[src/rtl/core/qlsf_pkg.sv]
// ----------------------------------------------------------------------------
// qlsf_pkg
// Shared types and constants for the quadratic least-squares fit block.
// ----------------------------------------------------------------------------
package qlsf_pkg;

  localparam int CNT_W          = 5;
  localparam int Z_W            = 14;
  localparam int W_W            = 14;
  localparam int ENT_W          = 64;
  localparam int DW             = 224;
  localparam int FRAC_BITS      = 16;
  localparam int COEF_W         = 48;
  localparam int STEP_W         = 8;
  localparam int MAX_POINTS_DEF = 16;
  localparam logic [CNT_W-1:0] MIN_POINTS_RST = CNT_W'(5);

  typedef enum logic [1:0] {
    STATUS_OK       = 2'd0,
    STATUS_FEW      = 2'd1,
    STATUS_SINGULAR = 2'd2,
    STATUS_DROPPED  = 2'd3
  } status_t;

  typedef enum logic [3:0] {
    OP_NONE,
    OP_LOAD,
    OP_SQ,
    OP_PROD,
    OP_ADD,
    OP_MLOAD,
    OP_MSTEP,
    OP_COMB,
    OP_DLOAD,
    OP_DSTEP,
    OP_ROUND,
    OP_FAIL,
    OP_FINISH,
    OP_CLEAR
  } dp_op_t;

  typedef enum logic [3:0] {
    S_IDLE,
    S_SQ,
    S_PROD,
    S_ADD,
    S_CHECK,
    S_MLOAD,
    S_MSTEP,
    S_COMB,
    S_DETCHK,
    S_DLOAD,
    S_DSTEP,
    S_ROUND,
    S_FINISH,
    S_DONE
  } state_t;

  typedef struct packed {
    dp_op_t      op;
    logic [1:0]  k;
    logic [1:0]  j;
    logic [1:0]  term;
    logic        mul_last;
    status_t     status;
  } dp_cmd_t;

  typedef struct packed {
    logic last;
    logic too_few;
    logic det_zero;
  } dp_stat_t;

endpackage

[src/rtl/core/qlsf_ctrl.sv]
// ----------------------------------------------------------------------------
// qlsf_ctrl
// Sequencer: point accumulation, determinant microprogram, division, result.
// ----------------------------------------------------------------------------
module qlsf_ctrl (
  input  logic              clk,
  input  logic              rst,
  input  logic              start,
  input  qlsf_pkg::dp_stat_t stat,
  output qlsf_pkg::dp_cmd_t  cmd,
  output logic              busy,
  output logic              done
);
  import qlsf_pkg::*;

  localparam logic [STEP_W-1:0] MUL_LAST = STEP_W'(ENT_W - 1);
  localparam logic [STEP_W-1:0] DIV_LAST = STEP_W'(DW - 1);

  state_t            state, state_next;
  logic [1:0]        k, k_next, j, j_next, term, term_next;
  logic [STEP_W-1:0] cnt, cnt_next;

  always_ff @(posedge clk) begin
    if (rst) begin
      state <= S_IDLE;
      k     <= 2'd0;
      j     <= 2'd0;
      term  <= 2'd0;
      cnt   <= '0;
    end else begin
      state <= state_next;
      k     <= k_next;
      j     <= j_next;
      term  <= term_next;
      cnt   <= cnt_next;
    end
  end

  always_comb begin
    state_next   = state;
    k_next       = k;
    j_next       = j;
    term_next    = term;
    cnt_next     = cnt;
    cmd.op       = OP_NONE;
    cmd.k        = k;
    cmd.j        = j;
    cmd.term     = term;
    cmd.mul_last = (cnt == MUL_LAST);
    cmd.status   = STATUS_OK;
    unique case (state)
      S_IDLE: begin
        if (start) begin
          cmd.op     = OP_LOAD;
          state_next = S_SQ;
        end
      end
      S_SQ: begin
        cmd.op     = OP_SQ;
        state_next = S_PROD;
      end
      S_PROD: begin
        cmd.op     = OP_PROD;
        state_next = S_ADD;
      end
      S_ADD: begin
        cmd.op     = OP_ADD;
        state_next = S_CHECK;
      end
      S_CHECK: begin
        if (!stat.last) begin
          state_next = S_IDLE;
        end else if (stat.too_few) begin
          cmd.op     = OP_FAIL;
          cmd.status = STATUS_FEW;
          state_next = S_DONE;
        end else begin
          k_next     = 2'd3;
          j_next     = 2'd0;
          term_next  = 2'd0;
          state_next = S_MLOAD;
        end
      end
      S_MLOAD: begin
        cmd.op     = OP_MLOAD;
        cnt_next   = '0;
        state_next = S_MSTEP;
      end
      S_MSTEP: begin
        cmd.op = OP_MSTEP;
        if (cnt == MUL_LAST) begin
          state_next = S_COMB;
        end else begin
          cnt_next = cnt + STEP_W'(1);
        end
      end
      S_COMB: begin
        cmd.op = OP_COMB;
        if (term != 2'd2) begin
          term_next  = term + 2'd1;
          state_next = S_MLOAD;
        end else if (j != 2'd2) begin
          term_next  = 2'd0;
          j_next     = j + 2'd1;
          state_next = S_MLOAD;
        end else begin
          term_next  = 2'd0;
          j_next     = 2'd0;
          state_next = (k == 2'd3) ? S_DETCHK : S_DLOAD;
        end
      end
      S_DETCHK: begin
        if (stat.det_zero) begin
          cmd.op     = OP_FAIL;
          cmd.status = STATUS_SINGULAR;
          state_next = S_DONE;
        end else begin
          k_next     = 2'd0;
          state_next = S_MLOAD;
        end
      end
      S_DLOAD: begin
        cmd.op     = OP_DLOAD;
        cnt_next   = '0;
        state_next = S_DSTEP;
      end
      S_DSTEP: begin
        cmd.op = OP_DSTEP;
        if (cnt == DIV_LAST) begin
          state_next = S_ROUND;
        end else begin
          cnt_next = cnt + STEP_W'(1);
        end
      end
      S_ROUND: begin
        cmd.op = OP_ROUND;
        if (k == 2'd2) begin
          state_next = S_FINISH;
        end else begin
          k_next     = k + 2'd1;
          state_next = S_MLOAD;
        end
      end
      S_FINISH: begin
        cmd.op     = OP_FINISH;
        state_next = S_DONE;
      end
      S_DONE: begin
        cmd.op     = OP_CLEAR;
        state_next = S_IDLE;
      end
      default: state_next = S_IDLE;
    endcase
  end

  assign busy = (state != S_IDLE);
  assign done = (state == S_DONE);

  a_done_single: assert property (@(posedge clk) disable iff (rst) done |=> !done)
    else $error("result strobe held for more than one cycle");
  a_accept_seq: assert property (@(posedge clk) disable iff (rst)
    (start && !busy) |=> (state == S_SQ))
    else $error("accepted point did not enter accumulation");
  a_mul_end: assert property (@(posedge clk) disable iff (rst)
    (state == S_MSTEP && cnt == MUL_LAST) |=> (state == S_COMB))
    else $error("multiply did not end after the last step");
  a_div_end: assert property (@(posedge clk) disable iff (rst)
    (state == S_DSTEP && cnt == DIV_LAST) |=> (state == S_ROUND))
    else $error("division did not end after the last step");

endmodule

[config.mk]
export PLATFORM = sky130hd
export DESIGN_NAME = qlsf_ctrl
export DESIGN_NICKNAME = d
export VERILOG_FILES = /design/src/rtl/core/qlsf_pkg.sv /design/src/rtl/core/qlsf_ctrl.sv
export SDC_FILE = /design/constraint.sdc
export NUM_CORES = 1
export LEC_CHECK = 0
export ABC_AREA = 1
export BUFFER_PORTS_ARGS = -buffer_cell sky130_fd_sc_hd__buf_2
export CORE_MARGIN = 2
export CORE_UTILIZATION = 35
export DETAILED_ROUTE_END_ITERATION = 8
export PLACE_DENSITY = 0.58
export SLEW_MARGIN = 5
export SYNTH_ARGS = -nofsm -noshare
export SYNTH_HDL_FRONTEND = slang
export SYNTH_SLANG_ARGS = --single-unit
export TNS_END_PERCENT = 1
[constraint.sdc]
create_clock -name clk -period 3.7 [get_ports clk]
set_clock_uncertainty 0.2 [all_clocks]
set_input_delay 0.925 -clock clk [delete_from_list [all_inputs] [get_ports clk]]
set_output_delay 0.925 -clock clk [all_outputs]
set_load 0.02 [all_outputs]
**Yosys cells after proc, flatten, opt, wreduce, memory -nomap -nowiden**

Index checks and enable logic that the tools add are counted.

- Register bits: 18
- Bits in latches: 0
- RAM bits: 0
- Bits in read-only memories: 0
- Logic and storage cells: 84
- Memories: 0

- Add/subtract/negate cells: 4
- $mul: 0
- Div/mod/pow operators: 0
- Magnitude comparators: 0
- Eq/ne operators: 29
- Shift-type cells: 0
- Mux-type cells: 35
- Bitwise operators: 0
- Reductions and logical operators: 11

Operators by type and width:

| operator | number |
|---|---|
| one-hot mux 4 bit (14 select lines) | 1 |
| one-hot mux 4 bit (13 select lines) | 1 |
| two-way mux 4 bit | 12 |
| == test 4 bit (second input constant) | 6 |
| != test 2 bit (second input constant) | 12 |
| one-hot mux 8 bit (3 select lines) | 1 |
| two-way mux 2 bit | 10 |
| == test 4 x 3 -> 1 bit (second input constant) | 4 |
| two-way mux 8 bit | 2 |
| one-hot mux 2 bit (2 select lines) | 3 |
| AND reduction 3 bit | 3 |
| adder 8 x 1 -> 8 bit (second input constant) | 1 |
| == test 4 x 2 -> 1 bit (second input constant) | 2 |
| == test 8 x 6 -> 1 bit (second input constant) | 1 |
| == test 8 bit (second input constant) | 1 |
| adder 2 x 1 -> 2 bit (second input constant) | 3 |
| one-hot mux 2 bit (3 select lines) | 1 |
| nonzero test 3 bit | 2 |
| AND reduction 5 bit | 1 |
| == test 2 bit (second input constant) | 2 |
| == test 4 x 1 -> 1 bit (second input constant) | 1 |
| logical NOT 4 bit | 1 |
| two-way mux 1 bit | 4 |
| AND reduction 4 bit | 1 |
| 3 further kinds | 3 |

**Depth between registers and ports, before layout**

- Depth after elaboration: 5
- Gate-level depth with buffers: 10

**Least setup slack after synthesis**

OpenSTA, ideal clock, no wires.

- Path kind: input to output
- Start: input stat[1] (netlist bit)
- End: output cmd[12] (netlist bit)
- Data arrival time: 1,608 ps
- Setup slack: 967 ps
- Stages on the path: 4
- Path buffers: 0
- Path through: nand2_1 > nor2_1 > nor2_1 > nand4_1

RTL lines:

| element | RTL line | source |
|---|---|---|
| from (decl) | qlsf_ctrl.sv:9 | `input qlsf_pkg::dp_stat_t stat,` |
| to (decl) | qlsf_ctrl.sv:10 | `output qlsf_pkg::dp_cmd_t cmd,` |

==> impl_metrics.env <==
export IMPL_synthesis_area_mm2=0.00131
export IMPL_drt_initial_drc_count=65
export IMPL_multi_input_area_um2=841
export IMPL_layout_drive_gt1_share=0.126
export IMPL_syn_inst=232
export IMPL_status="finished, final reports clean"
export IMPL_die_x_um=65.2
export IMPL_period_needed_ps=2830
export IMPL_max_slew_margin=0.782
export IMPL_worst_pin_slew_ps=326
export IMPL_holdBufCountCts=0
export IMPL_fillers=446
export IMPL_wl_per_cell_um=10.9
export IMPL_vdd_drop_max_v=0.000170
export IMPL_clock_path_buffers=2
export IMPL_synth_distinct_cells=22
export IMPL_path_class="register to output port"
export IMPL_post_dp_hpwl_mm=2.54
export IMPL_power_leakage_uw=0.000725
export IMPL_slew_viol_final=0
export IMPL_nNetsFinal=265
export IMPL_area_growth_pct=15.1
export IMPL_synth_top_area_cell="dfxtp_1"
export IMPL_crit_top_cell="nor2_1"
export IMPL_htreeDepth=1
export IMPL_layout_common_cells="77 x nand2_1, 47 x nor2_1, 28 x inv_1"
export IMPL_hold_start="cnt[0]$_SDFFE_PP0P_"
export IMPL_grt_antenna_before_repair=0
export IMPL_dieHeight_um=65.2
export IMPL_fin_tns_setup_ps=0
export IMPL_crit_arrival_ps=1700
export IMPL_hold_depth=2
export IMPL_antenna_left=0
export IMPL_finalHoldViolCount=0
export IMPL_cts_root_buffer="clkbuf_8"
export IMPL_final_common_cell="nand2_1"
export IMPL_cp_max_fo=6
export IMPL_route_detailed_drc=0
export IMPL_max_stage_delay_ps=380
export IMPL_grt_pass1_wl_mm=5.62
export IMPL_seqCellArea_um2=360
export IMPL_clk_latency_ps=260
export IMPL_start_kind="register"
export IMPL_cp_top_family="simple AND/OR/NAND/NOR gates"
export IMPL_synth_area_per_cell_um2=5.65
export IMPL_path_clk_slew_ps=70
export IMPL_drt_total_wl_mm=3.29
export IMPL_coreArea_mm2=0.00363
export IMPL_hold_class="register to register"
export IMPL_setup_viol=0
export IMPL_rrSetupSlack_ps=1910
export IMPL_synth_top_area_frac=0.275
export IMPL_dieArea_mm2=0.00425
export IMPL_r2r_end="cnt[1]$_SDFFE_PP0P_"
export IMPL_yosysWarnings=0
export IMPL_via_count=1425
export IMPL_cts_repair_resized=0
export IMPL_drv_cap=0
export IMPL_path_buf_inv=2
export IMPL_antenna_diode_count=0
export IMPL_cp_required_ps=2570
export IMPL_reg2regPathDepth=10
export IMPL_place_gp_congestion=0.883
export IMPL_portBuffers=20
export IMPL_synth_area_top_cells="dfxtp_1 28%, nand2_1 22%, nor2_1 13%"
export IMPL_grt_max_degree=14
export IMPL_vias_per_cell=4.72
export IMPL_synth_nets=241
export IMPL_post_cts_setup_buffers=0
export IMPL_cts_buffers=3
export IMPL_fmax_ghz=0.354
export IMPL_min_delay_worst_endpoint="cnt[0]$_SDFFE_PP0P_"
export IMPL_rsz0062_at_grt="no"
export IMPL_cts_tree="done"
export IMPL_path_cells="inv_1, nand2_1, nor2_1, nand2_1, nor2_1, nor2_1, nand4_1, buf_2"
export IMPL_overflow=0
export IMPL_num_rows=22
export IMPL_fin_crit_sh=0.764
export IMPL_power_density_mw_per_mm2=328
export IMPL_r2r_start="cnt[0]$_SDFFE_PP0P_"
export IMPL_firstDrtPassIters=6
export IMPL_ys_seq_area_frac=0.275
export IMPL_num_io_pins=21
export IMPL_gr_usage_all_layers=0.169
export IMPL_power_uw=494
export IMPL_grt_pass1_vias=1275
export IMPL_crit_slowest_cell="dfxtp_1"
export IMPL_synth_seq_cells=18
export IMPL_initial_core_util=0.361
export IMPL_cp_end_kind="output port"
export IMPL_clock_sink_count=18
per-layer routing:
layer  vias up  track usage  routed length [um]
li1        783            -                   -
met1       609        0.229                1660
met2        29        0.273                1420
met3         4       0.0360                 176
met4         0       0.0391                  29
met5         -            0                   0
final cells by class:
cell class                 instances  area share
multi-input combinational        185       0.558
inverter                          28      0.0697
sequential                        18       0.239
tap                               48      0.0398
timing repair buffer              20      0.0664
clock buffer                       3      0.0274
tightest hold or removal path, stage by stage, from the launching register on:
cell and delay, ps:
dfxtp_1 330, nand2_1 70, a21oi_1 50
through the flow:
stage	utilization	area, um2	setup WS [ps]	instances	hold slack, ps
2_1_floorplan	-	1310	967	232	267
3_3_place_gp	0.404	1470	971	299	287
3_5_place_dp	0.404	1470	950	299	289
4_1_cts	0.415	1510	883	302	301
5_1_grt	0.415	1510	677	302	335
6_report	0.415	1510	874	302	296
synth_stat cells:
cell type,n
nor2_4,2
nand3_1,13
nor3b_1,1
nor3_1,2
ha_1,3
nor2_1,47
a21oi_2,1
nor2_2,3
nand2_2,3
o22ai_1,1
o2bb2ai_1,1
inv_1,28
clkbuf_1,1
o211a_1,1
o21ai_0,6
a31oi_1,1
o31ai_1,1
nand2_1,77
a21oi_1,18
nand4_1,2
o21a_1,2
dfxtp_1,18
registers in the layout (all words and copies together), names as in the netlist:
signal	flops
state	4
k	2
term	2
cnt	8
j	2
where the power goes:
group          switching, uW  internal (uW)
Sequential              13.9            204
Combinational           93.3           43.2
Clock                   66.8           72.4
how the worst max path moves through the flow:
stage	start	end	slack (ps)	cells after the start
after detailed placement	stat[0]	cmd[12]	950	6
after global placement	stat[0]	cmd[12]	970	6
after floorplan	stat[1]	cmd[12]	970	4
after CTS	state[0]$_SDFFE_PP0P_	cmd[12]	880	8
final	state[0]$_SDFFE_PP0P_	cmd[12]	870	8
after global routing	state[0]$_SDFFE_PP0P_	cmd[12]	680	8
kinds of logic after synthesis:
kind of cell    count (synthesis)  share of synthesized area
buf+inv                        29                     0.0831
fa+ha+maj                       3                     0.0287
simple gates                  150                      0.474
flops                          18                      0.275
compound gates                 32                      0.139
No activity file was read; power rests on OpenSTA's default activity.
